$ cat config.mk
export PLATFORM = sky130hd
export DESIGN_NAME = velocity_command_smoother
export DESIGN_NICKNAME = d
export VERILOG_FILES = /design/src/hw/rtl/vcs_pkg.sv /design/src/hw/rtl/vcs_lane.sv /design/src/hw/rtl/vcs_merge.sv /design/src/hw/rtl/velocity_command_smoother.sv
export SDC_FILE = /design/constraint.sdc
export NUM_CORES = 2
export LEC_CHECK = 0
export ABC_AREA = 0
export BUFFER_PORTS_ARGS = -buffer_cell sky130_fd_sc_hd__buf_4
export CAP_MARGIN = 10
export CELL_PAD_IN_SITES_DETAIL_PLACEMENT = 0
export CELL_PAD_IN_SITES_GLOBAL_PLACEMENT = 1
export CORE_MARGIN = 1.5
export CORE_UTILIZATION = 56
export CTS_BUF_LIST = sky130_fd_sc_hd__clkbuf_4 sky130_fd_sc_hd__clkbuf_8
export DETAILED_ROUTE_END_ITERATION = 7
export GPL_TIMING_DRIVEN = 0
export HOLD_SLACK_MARGIN = 0.02
export PLACE_DENSITY_LB_ADDON = 0.1
export SETUP_SLACK_MARGIN = 0.3
export SLEW_MARGIN = 20
export SYNTH_ARGS = -nofsm -noshare
export SYNTH_HDL_FRONTEND = slang
export SYNTH_SLANG_ARGS = --single-unit
$ cat constraint.sdc
create_clock -name clk -period 19.7 [get_ports clk]
set_input_delay 3.94 -clock clk [delete_from_list [all_inputs] [get_ports clk]]
set_output_delay 3.94 -clock clk [all_outputs]
set_load 0.02 [all_outputs]
$ cat src/hw/rtl/vcs_pkg.sv
package vcs_pkg;

    // Configuration register indexes
    localparam int REG_ADDR_W = 3;

    localparam logic [REG_ADDR_W-1:0] REG_LINEAR_COEFF     = 3'd0;
    localparam logic [REG_ADDR_W-1:0] REG_ANGULAR_COEFF    = 3'd1;
    localparam logic [REG_ADDR_W-1:0] REG_LINEAR_LIMIT     = 3'd2;
    localparam logic [REG_ADDR_W-1:0] REG_LINEAR_DEADBAND  = 3'd3;
    localparam logic [REG_ADDR_W-1:0] REG_ANGULAR_LIMIT    = 3'd4;
    localparam logic [REG_ADDR_W-1:0] REG_ANGULAR_DEADBAND = 3'd5;

    // Reset values, Q3.12 magnitudes (1.0, 0.01, PI/2, 0.02)
    localparam int LINEAR_LIMIT_RST     = 4096;
    localparam int LINEAR_DEADBAND_RST  = 41;
    localparam int ANGULAR_LIMIT_RST    = 6434;
    localparam int ANGULAR_DEADBAND_RST = 82;

    // Per-lane control for one accepted transaction
    typedef struct packed {
        logic fire;
        logic clear;
    } lane_ctrl_t;

endpackage

$ cat src/hw/rtl/vcs_lane.sv
module vcs_lane
    import vcs_pkg::*;
#(
    parameter int DATA_WIDTH  = 16,
    parameter int COEFF_WIDTH = 16
) (
    input  logic                          clk,
    input  logic                          rst_n,
    input  lane_ctrl_t                    ctrl,
    input  logic signed [DATA_WIDTH-1:0]  cmd,
    input  logic        [COEFF_WIDTH-1:0] coeff,
    input  logic        [DATA_WIDTH-2:0]  limit,
    input  logic        [DATA_WIDTH-2:0]  deadband,
    output logic signed [DATA_WIDTH-1:0]  result,
    output logic signed [DATA_WIDTH-1:0]  state
);

    localparam int ACC_W = DATA_WIDTH + COEFF_WIDTH + 2;

    logic signed [DATA_WIDTH-1:0]  state_reg;
    logic signed [DATA_WIDTH-1:0]  state_next;
    logic signed [DATA_WIDTH:0]    diff;
    logic signed [COEFF_WIDTH:0]   coeff_s;
    logic signed [ACC_W-1:0]       prod;
    logic signed [ACC_W-1:0]       base;
    logic signed [ACC_W-1:0]       acc;
    logic signed [DATA_WIDTH-1:0]  filt;
    logic        [DATA_WIDTH-1:0]  mag;
    logic signed [DATA_WIDTH-1:0]  lim_pos;
    logic signed [DATA_WIDTH-1:0]  lim_neg;
    logic signed [DATA_WIDTH-1:0]  clamped;
    logic                          in_deadband;

    // a*s + (1-a)*x rewritten as x + a*(s - x): one multiplier per lane
    assign diff    = {state_reg[DATA_WIDTH-1], state_reg} - {cmd[DATA_WIDTH-1], cmd};
    assign coeff_s = {1'b0, coeff};
    assign prod    = coeff_s * diff;
    assign base    = {{(ACC_W-DATA_WIDTH-COEFF_WIDTH){cmd[DATA_WIDTH-1]}}, cmd,
                      {COEFF_WIDTH{1'b0}}};
    assign acc     = base + prod;

    // arithmetic shift floors; the convex combination always fits DATA_WIDTH
    assign filt = acc[COEFF_WIDTH +: DATA_WIDTH];

    assign mag         = filt[DATA_WIDTH-1] ? (~filt + 1'b1) : filt;
    assign in_deadband = mag < {1'b0, deadband};

    assign lim_pos = {1'b0, limit};
    assign lim_neg = -lim_pos;

    always_comb
    begin
        if (filt > lim_pos)
        begin
            clamped = lim_pos;
        end
        else if (filt < lim_neg)
        begin
            clamped = lim_neg;
        end
        else
        begin
            clamped = filt;
        end
    end

    always_comb
    begin
        if (ctrl.clear)
        begin
            state_next = '0;
            result     = '0;
        end
        else if (in_deadband)
        begin
            state_next = filt;
            result     = '0;
        end
        else
        begin
            state_next = clamped;
            result     = clamped;
        end
    end

    always_ff @(posedge clk or negedge rst_n)
    begin
        if (!rst_n)
        begin
            state_reg <= '0;
        end
        else if (ctrl.fire)
        begin
            state_reg <= state_next;
        end
    end

    assign state = state_reg;

endmodule

$ cat src/hw/rtl/vcs_merge.sv
module vcs_merge
    import vcs_pkg::*;
#(
    parameter int DATA_WIDTH = 16,
    parameter int TDATA_W    = 32
) (
    input  logic                         clk,
    input  logic                         rst_n,
    input  logic                         push,
    input  logic signed [DATA_WIDTH-1:0] linear_res,
    input  logic signed [DATA_WIDTH-1:0] angular_res,
    output logic                         ready,
    output logic                         m_axis_tvalid,
    input  logic                         m_axis_tready,
    output logic [TDATA_W-1:0]           m_axis_tdata,
    output logic                         skid_valid
);

    logic               main_valid_reg;
    logic [TDATA_W-1:0] main_data_reg;
    logic               skid_valid_reg;
    logic [TDATA_W-1:0] skid_data_reg;
    logic [TDATA_W-1:0] packed_res;
    logic               pop;

    // linear in the low half, angular above, zero padded to bytes
    assign packed_res = TDATA_W'({angular_res, linear_res});
    assign pop        = main_valid_reg & m_axis_tready;
    assign ready      = ~skid_valid_reg;

    always_ff @(posedge clk or negedge rst_n)
    begin
        if (!rst_n)
        begin
            main_valid_reg <= 1'b0;
            skid_valid_reg <= 1'b0;
        end
        else if (pop)
        begin
            if (skid_valid_reg)
            begin
                skid_valid_reg <= 1'b0;
            end
            else
            begin
                main_valid_reg <= push;
            end
        end
        else if (push)
        begin
            if (main_valid_reg)
            begin
                skid_valid_reg <= 1'b1;
            end
            else
            begin
                main_valid_reg <= 1'b1;
            end
        end
    end

    always_ff @(posedge clk)
    begin
        if (pop)
        begin
            if (skid_valid_reg)
            begin
                main_data_reg <= skid_data_reg;
            end
            else if (push)
            begin
                main_data_reg <= packed_res;
            end
        end
        else if (push)
        begin
            if (main_valid_reg)
            begin
                skid_data_reg <= packed_res;
            end
            else
            begin
                main_data_reg <= packed_res;
            end
        end
    end

    assign m_axis_tvalid = main_valid_reg;
    assign m_axis_tdata  = main_data_reg;
    assign skid_valid    = skid_valid_reg;

endmodule

$ cat src/hw/rtl/velocity_command_smoother.sv
// Velocity command smoother: two first-order exponential smoothers, one for
// linear and one for angular speed (Q3.12), each with a deadband and a
// symmetric limit. One transaction in gives one transaction out. A new command
// is taken every clock cycle while the skid entry is empty; results go to the
// output register or the skid entry behind it. The rate is set by each lane's
// state feedback loop: one multiply-add, deadband compare and clamp per cycle.
// A two-entry output buffer keeps input accepting while one result waits
// downstream. Coefficient, limit and deadband registers are written through
// wr_en/wr_addr/wr_data and must only change while the block is idle.
module velocity_command_smoother
    import vcs_pkg::*;
#(
    parameter int DATA_WIDTH  = 16,
    parameter int COEFF_WIDTH = 16
) (
    input  logic                  clk,
    input  logic                  rst_n,
    input  logic                  s_axis_tvalid,
    output logic                  s_axis_tready,
    // [DATA_WIDTH-1:0] linear_cmd, [2*DATA_WIDTH-1:DATA_WIDTH] angular_cmd
    input  logic [((2*DATA_WIDTH+7)/8)*8-1:0] s_axis_tdata,
    // [0] clear
    input  logic                  s_axis_tuser,
    output logic                  m_axis_tvalid,
    input  logic                  m_axis_tready,
    // [DATA_WIDTH-1:0] linear_out, [2*DATA_WIDTH-1:DATA_WIDTH] angular_out
    output logic [((2*DATA_WIDTH+7)/8)*8-1:0] m_axis_tdata,
    input  logic                  wr_en,
    input  logic [REG_ADDR_W-1:0] wr_addr,
    input  logic [((COEFF_WIDTH > DATA_WIDTH-1) ? COEFF_WIDTH : DATA_WIDTH-1)-1:0] wr_data
);

    localparam int TDATA_W = ((2*DATA_WIDTH+7)/8)*8;
    localparam int LIM_W   = DATA_WIDTH - 1;

    logic [COEFF_WIDTH-1:0] linear_coeff_reg;
    logic [COEFF_WIDTH-1:0] angular_coeff_reg;
    logic [LIM_W-1:0]       linear_limit_reg;
    logic [LIM_W-1:0]       linear_deadband_reg;
    logic [LIM_W-1:0]       angular_limit_reg;
    logic [LIM_W-1:0]       angular_deadband_reg;

    lane_ctrl_t                   lane_ctrl;
    logic signed [DATA_WIDTH-1:0] linear_cmd;
    logic signed [DATA_WIDTH-1:0] angular_cmd;
    logic signed [DATA_WIDTH-1:0] linear_res;
    logic signed [DATA_WIDTH-1:0] angular_res;
    logic signed [DATA_WIDTH-1:0] linear_state;
    logic signed [DATA_WIDTH-1:0] angular_state;
    logic                         in_fire;
    logic                         skid_valid;

    always_ff @(posedge clk or negedge rst_n)
    begin
        if (!rst_n)
        begin
            linear_coeff_reg     <= '0;
            angular_coeff_reg    <= '0;
            linear_limit_reg     <= LIM_W'(LINEAR_LIMIT_RST);
            linear_deadband_reg  <= LIM_W'(LINEAR_DEADBAND_RST);
            angular_limit_reg    <= LIM_W'(ANGULAR_LIMIT_RST);
            angular_deadband_reg <= LIM_W'(ANGULAR_DEADBAND_RST);
        end
        else if (wr_en)
        begin
            case (wr_addr)
                REG_LINEAR_COEFF:     linear_coeff_reg     <= wr_data[COEFF_WIDTH-1:0];
                REG_ANGULAR_COEFF:    angular_coeff_reg    <= wr_data[COEFF_WIDTH-1:0];
                REG_LINEAR_LIMIT:     linear_limit_reg     <= wr_data[LIM_W-1:0];
                REG_LINEAR_DEADBAND:  linear_deadband_reg  <= wr_data[LIM_W-1:0];
                REG_ANGULAR_LIMIT:    angular_limit_reg    <= wr_data[LIM_W-1:0];
                REG_ANGULAR_DEADBAND: angular_deadband_reg <= wr_data[LIM_W-1:0];
                default: ;
            endcase
        end
    end

    assign in_fire         = s_axis_tvalid & s_axis_tready;
    assign lane_ctrl.fire  = in_fire;
    assign lane_ctrl.clear = s_axis_tuser;
    assign linear_cmd      = s_axis_tdata[DATA_WIDTH-1:0];
    assign angular_cmd     = s_axis_tdata[2*DATA_WIDTH-1:DATA_WIDTH];

    vcs_lane #(
        .DATA_WIDTH  (DATA_WIDTH),
        .COEFF_WIDTH (COEFF_WIDTH)
    ) u_linear_lane (
        .clk      (clk),
        .rst_n    (rst_n),
        .ctrl     (lane_ctrl),
        .cmd      (linear_cmd),
        .coeff    (linear_coeff_reg),
        .limit    (linear_limit_reg),
        .deadband (linear_deadband_reg),
        .result   (linear_res),
        .state    (linear_state)
    );

    vcs_lane #(
        .DATA_WIDTH  (DATA_WIDTH),
        .COEFF_WIDTH (COEFF_WIDTH)
    ) u_angular_lane (
        .clk      (clk),
        .rst_n    (rst_n),
        .ctrl     (lane_ctrl),
        .cmd      (angular_cmd),
        .coeff    (angular_coeff_reg),
        .limit    (angular_limit_reg),
        .deadband (angular_deadband_reg),
        .result   (angular_res),
        .state    (angular_state)
    );

    vcs_merge #(
        .DATA_WIDTH (DATA_WIDTH),
        .TDATA_W    (TDATA_W)
    ) u_merge (
        .clk           (clk),
        .rst_n         (rst_n),
        .push          (in_fire),
        .linear_res    (linear_res),
        .angular_res   (angular_res),
        .ready         (s_axis_tready),
        .m_axis_tvalid (m_axis_tvalid),
        .m_axis_tready (m_axis_tready),
        .m_axis_tdata  (m_axis_tdata),
        .skid_valid    (skid_valid)
    );

    // skid entry only fills behind an occupied output register
    assert property (@(posedge clk) disable iff (!rst_n)
        skid_valid |-> m_axis_tvalid)
        else $error("skid entry valid with empty output register");

    // a clear transaction leaves both lane states at zero
    assert property (@(posedge clk) disable iff (!rst_n)
        (in_fire && s_axis_tuser) |=> (linear_state == '0 && angular_state == '0))
        else $error("lane state not cleared");

    // a delivered linear speed never exceeds the configured limit
    assert property (@(posedge clk) disable iff (!rst_n)
        m_axis_tvalid |->
            ($signed(m_axis_tdata[DATA_WIDTH-1:0]) <= $signed({1'b0, linear_limit_reg}) &&
             $signed(m_axis_tdata[DATA_WIDTH-1:0]) >= -$signed({1'b0, linear_limit_reg})))
        else $error("linear output outside limit");

endmodule

---- Yosys cells after proc, flatten, opt, wreduce, memory -nomap -nowiden ----
Cells that the tools add are included.
storage, ports and cells
  flip-flop bits (word level) ............. 190
  bits of input ports ..................... 57
  output and inout port bits .............. 34
operators by class
  $add $sub $neg .......................... 8
  multipliers ............................. 2
  magnitude comparators ................... 6
  eq/ne operators ......................... 7
  mux-type cells .......................... 25
  bitwise operators ....................... 6
  reduce and logical (&&, ||, !) cells .... 14
operator list
  operator                                                          count
  16-bit 2-to-1 mux                                                 14
  32-bit 2-to-1 mux                                                 5
  32-bit adder                                                      2
  17-bit by 17-bit multiplier with 32-bit output                    2
  16-bit by 16-bit subtractor with 17-bit output                    2
  16-bit by 1-bit adder with 16-bit output (second input constant)  2
  16-bit > comparator                                               2
  16-bit by 15-bit less-than comparator with 1-bit output           2
  16-bit less-than comparator                                       2
  15-bit negator with 16-bit output                                 2
  16-bit NOT                                                        2
  2-bit AND reduction                                               8
  3-bit by 2-bit == test with 1-bit output (second input constant)  2
  3-bit == test (second input constant)                             2
  1-bit 2-to-1 mux                                                  6
  3-bit AND reduction                                               2
  2-bit nonzero test                                                3
  2-bit != test (second input constant)                             2
  3-bit by 1-bit == test with 1-bit output (second input constant)  1
  3-bit zero test                                                   1
  1-bit AND                                                         2
  1-bit NOT                                                         2

---- Logic depth before layout (Yosys ltp) ----
  word-level depth ........................ 12
  depth in mapped cells ................... 54

---- Cells and area by module ----
From an unflattened synthesis, not the netlist that was laid out.
unflattened totals
  cell total of the unflattened synthesis .. 3,866
  area total of the unflattened synthesis .. 34,533.1 µm²
modules (own cells, without submodules)
  module                      times used  cells each  area each (µm²)  sequential area each (µm²)
  vcs_lane at u_angular_lane  1           1,792       14,174.8         400.4
  vcs_lane at u_linear_lane   1           1,763       14,121.0         400.4
  velocity_command_smoother   1           200         3,693.5          2,317.2
  vcs_merge                   1           111         2,543.7          1,971.9

---- Worst setup path before layout ----
Ideal clock, no wire load.
  path type ............................... input port to flip-flop
  from .................................... input port s_axis_tdata[17]
  to ...................................... register u_merge.main_data_reg[22] (netlist: u_merge.m_axis_tdata[22]), data pin
  data arrival time ....................... 14.621 ns
  data required time ...................... 19.438 ns
  setup slack ............................. 4.817 ns
  stages .................................. 51
  buffers on the path ..................... 3
  cell sequence ........................... inv_1 -> ha_1 -> nor2b_1 -> o21ai_0 -> a21boi_0 -> o21ai_0 -> a21boi_0 -> o21a_1 -> nor2_1 -> a2bb2oi_1 -> a211oi_1 -> a2111oi_0 -> nor3_1 -> and2_1 -> fa_1 -> inv_1 -> fa_1 -> inv_1 -> [15 not listed] -> nor2b_1 -> inv_1 -> clkbuf_1 -> o41ai_1 -> xnor2_1 -> ha_1 -> a21o_1 -> a21o_1 -> a21oi_1 -> nand3_1 -> nand2_1 -> a41oi_1 -> a221oi_1 -> o41a_1 -> or2_0 -> buf_2 -> a2111oi_4 -> mux2_1
between the ends
  cells in the longest elaborated chain, start to end .. 12
  elaborated cells between the ends (all ways) .. 18
  classes of those cells .................. add/sub: 3; mul: 1; order compare: 3; mux: 10; bitwise: 1
ends and longest elaborated chain
  element                                                  line                              RTL
  start: declaration                                       velocity_command_smoother.sv:21   input logic [((2*DATA_WIDTH+7)/8)*8-1:0] s_axis_tdata,
  16-bit by 16-bit subtractor with 17-bit output           vcs_lane.sv:35                    assign diff = {state_reg[DATA_WIDTH-1], state_reg} - {cmd[DATA_WIDTH-1], cmd};
  17-bit by 17-bit multiplier with 32-bit output           vcs_lane.sv:37                    assign prod = coeff_s * diff;
  32-bit adder (*)                                         vcs_lane.sv:40                    assign acc = base + prod;
  16-bit NOT                                               vcs_lane.sv:45                    assign mag = filt[DATA_WIDTH-1] ? (~filt + 1'b1) : filt;
  16-bit by 1-bit adder with 16-bit output                 vcs_lane.sv:45
  16-bit 2-to-1 mux                                        vcs_lane.sv:45
  16-bit by 15-bit less-than comparator with 1-bit output  vcs_lane.sv:46                    assign in_deadband = mag < {1'b0, deadband};
  16-bit 2-to-1 mux (*)                                    vcs_lane.sv:74                    else if (in_deadband)
  16-bit 2-to-1 mux (*)                                    vcs_lane.sv:69                    if (ctrl.clear)
  via angular_res[6]                                       velocity_command_smoother.sv:47   logic signed [DATA_WIDTH-1:0] angular_res;
  32-bit 2-to-1 mux, on equally long branches              vcs_merge.sv:77, vcs_merge.sv:70
  32-bit 2-to-1 mux, on equally long branches              vcs_merge.sv:75, vcs_merge.sv:66
  32-bit 2-to-1 mux (*)                                    vcs_merge.sv:64                   if (pop)
  end signal: assignment                                   vcs_merge.sv:68                   main_data_reg <= skid_data_reg;
  end signal: assignment                                   vcs_merge.sv:72                   main_data_reg <= packed_res;
  end signal: assignment                                   vcs_merge.sv:83                   main_data_reg <= packed_res;
  end: declaration                                         vcs_merge.sv:20                   logic [TDATA_W-1:0] main_data_reg;
Mark *: on every way through the listed nets, which the timed path passes. The rest lies on a longest branch. The select of a mux whose other input is x is not followed.
A chain may end at the register's enable or synchronous reset.

---- Final worst setup path ----
  from .................................... input port s_axis_tdata[17]
  to ...................................... register u_merge.main_data_reg[18] (netlist: u_merge.m_axis_tdata[18]), data pin
Same word-level chain as after synthesis.

==> summary.txt <==
Timing
  • Tcrit/Tclk final: 89.5%
  • Final clock skew: between 0.02 and 0.03 ns
  • FMAX: around 57 MHz
  • Max Slew Vio Count: 0
  • Worst Tran Pin Value: 1.21 ns
  • Unrepaired setup endpoints after global routing: no
  • Rel. slew slack: around a fifth
  • Final setup TNS: 0 ns
  • Final setup viols: 0
  • Final Hold Viols: 0
  • Final min period: ~18 ns

Final layout
  • Share of layout cells above drive strength 1: 7.04%
  • Post-Layout Cell Count: 4659
  • Nets: approximately 4800
  • Final instance area: about 0.035 mm²
  • Synth-to-Final Area Change: 6.56%
  • N_diodes: 0

Die
  • I/O pins: just over 90
  • Starting Density: ~57%
  • Full die area: 0.0606 mm²
  • Height of the die: ~250 µm
  • Core area: 0.0580 mm²
  • Rows: 88
  • Die width: 246 µm

Place
  • Detail Placement HPWL: about 85000 µm
  • DP Area: 0.0349 mm²
  • Post-Place Cells: ~4600
  • RePlAce Congestion: approximately 0.97
  • IO Port Bufs: 89

Logic synthesis
  • Syn avg cell area: 8.80 µm²
  • Top-area cell type share of the netlist area: 27.1%
  • Unique cell type count in the Yosys netlist: between 90 and 100
  • Post-Syn Nets: ~4600
  • Commonest cells post-synth: inv_1 (773), nand2_1 (453), fa_1 (448)
  • Synth warn: 0
  • Fraction of registers with async set/reset: between 60 and 70%
  • Cell count after synthesis: 3765
  • Number of synthesized flops with an enable pin: 64
  • Yosys reg bits: 190
  • Leading register cell type out of synthesis: dfrtp_1
  • Sequential-to-total area share from yosys stat: around 15%
  • Post-synth top area cell: fa_1
  • Post-Syn Area: about 0.033 mm²
  • Main area contributors after synthesis: fa_1 (27%), ha_1 (14%), inv_1 (8.8%)
  • Most frequent cell after synthesis: inv_1

Worst hold path
  • Worst min path class: reg2reg

Worst setup path
  • Critical path type: in2reg
  • Worst Path Required: approximately 20 ns
  • WP data arrival: ~18 ns
  • Crit-path slowest cell: fa_1
  • CP peak stage delay: 0.58 ns
  • Worst-path maximum fanout: 10
  • Crit end category: register
  • Critical Path Most Common Cell: fa_1
  • CP startpoint kind: input port

Clock network
  • Worst-Skew Late Latency: 0.53 ns
  • Post-CTS Hold Buffers: 0
  • Post-CTS setup buffer count: 0
  • Clock tree sinks: 190
  • H-tree Lvls: 4
  • Clock-pin transition on the worst setup and hold timing paths: 0.10 ns
  • TritonCTS buffer count: 17
  • CTS tree: yes
  • Number of gates resized after CTS: 0
  • Clk Tree Root Cell: clkbuf_8
  • Worst-case clock buffer depth: 2

Detailed routing
  • Iteration-0 DRC count of the detailed router: just over 2000
  • Post-route ant nets: 0
  • Detailed-route DRC error count: 0
  • Drt pass-1 iters: 6
  • Via count: between 20000 and 30000
  • Via density per instance: 5.84
  • Final wirelength: 101000 µm
  • Drt wl/cell: approximately 22 µm

GRT
  • Initial antenna violation count: 4
  • GRT Resource Usage Total: roughly 34%
  • Largest net degree at the start of global routing: 77
  • Vias in the first global route: between 20000 and 30000
  • Gr ovfl total: 0
  • First-pass GRT wire length: about 160000 µm

Job
  • Max-capacitance violation count: 0

Outcome
  • Status: completed
[layout make-up]
cell class	count	area (µm²)
multi-input combinational	2637	24500
fill	5112	22700
sequential	190	5090
inverter	775	2910
tap	765	957
timing repair buffer	97	768
buffer	163	642
clock buffer	18	241
clock inverter	14	144
[cells by family (layout without fill, tap and decap cells)]
family / count (synthesis) / in the layout / synth area share [%]
XOR/XNOR: 111 / 111 / 3.11
buffers and inverters: 938 / 1067 / 10.7
multiplexers: 83 / 83 / 2.76
AO/OA/AOI/OAI: 492 / 492 / 10.1
flip-flops: 190 / 190 / 15.4
adder cells (fa/ha/maj): 814 / 814 / 40.9
AND/OR/NAND/NOR: 1137 / 1137 / 17.0
[worst max-delay path, delay by kind of cell]
family                   cells  cell delay (ns)
buffers and inverters       11             2.38
AND/OR/NAND/NOR              8             1.44
XOR/XNOR                     1             0.37
multiplexers                 1             0.29
adder cells (fa/ha/maj)      9             3.84
AO/OA/AOI/OAI               23             5.66
[placed cells by master (no fill, tap or decap), types with 70 or more instances in the layout]
| cell | instances |
|---|---|
| and2_1 | 146 |
| dfrtp_1 | 114 |
| nor2_1 | 153 |
| buf_4 | 91 |
| nand2_1 | 453 |
| clkbuf_1 | 147 |
| o21ai_0 | 118 |
| inv_1 | 773 |
| ha_1 | 364 |
| a21oi_1 | 88 |
| fa_1 | 448 |
| xnor2_1 | 79 |
| nor2b_1 | 70 |
[layer usage]
| metal | global-route usage, % | routed length (µm) | part of all wire, % | up-vias |
|---|---|---|---|---|
| li1 | - | - | - | 12300 |
| met2 | 57.4 | 48000 | 47 | 1002 |
| met3 | 4.71 | 6880 | 6.8 | 180 |
| met5 | 0 | 16 | 0.016 | - |
| met1 | 46.5 | 43100 | 43 | 13700 |
| met4 | 10.7 | 3350 | 3.3 | 2 |
[per-stage QoR]
stage / setup WS (ns) / util, % / hold slack (ns)
final: 2.07 / 60.8 / 0.516
after global routing: 1.44 / 60.8 / 0.528
after CTS: 2.33 / 60.8 / 0.520
after detailed placement: 1.82 / 60.1 / 0.493
after global placement: 1.44 / 59.9 / 0.471
after floorplan: 4.82 / - / 0.443
[path summary, 6_finish.rpt]
kind | from | end | slack (ns) | cells after the start
worst max register to register | u_angular_lane.state[1]$_DFFE_PN0P_ | u_merge.m_axis_tdata[18]$_DFFE_PP_ | 5.27 | 51
max in group asynchronous | rst_n | angular_limit_reg[12]$_DFFE_PN1P_ | 15.60 | 2
worst min-delay path | u_linear_lane.state[0]$_DFFE_PN0P_ | u_linear_lane.state[0]$_DFFE_PN0P_ | 0.52 | 2
min in group asynchronous | rst_n | linear_limit_reg[6]$_DFFE_PN0P_ | 3.29 | 1
worst max-delay path | s_axis_tdata[17] | u_merge.m_axis_tdata[18]$_DFFE_PP_ | 2.07 | 53
worst min register to register | u_linear_lane.state[0]$_DFFE_PN0P_ | u_linear_lane.state[0]$_DFFE_PN0P_ | 0.52 | 2
Power is left out: the tool's default activity adds up to more than one toggle a clock period on the data nets, which glitch-free logic cannot reach.
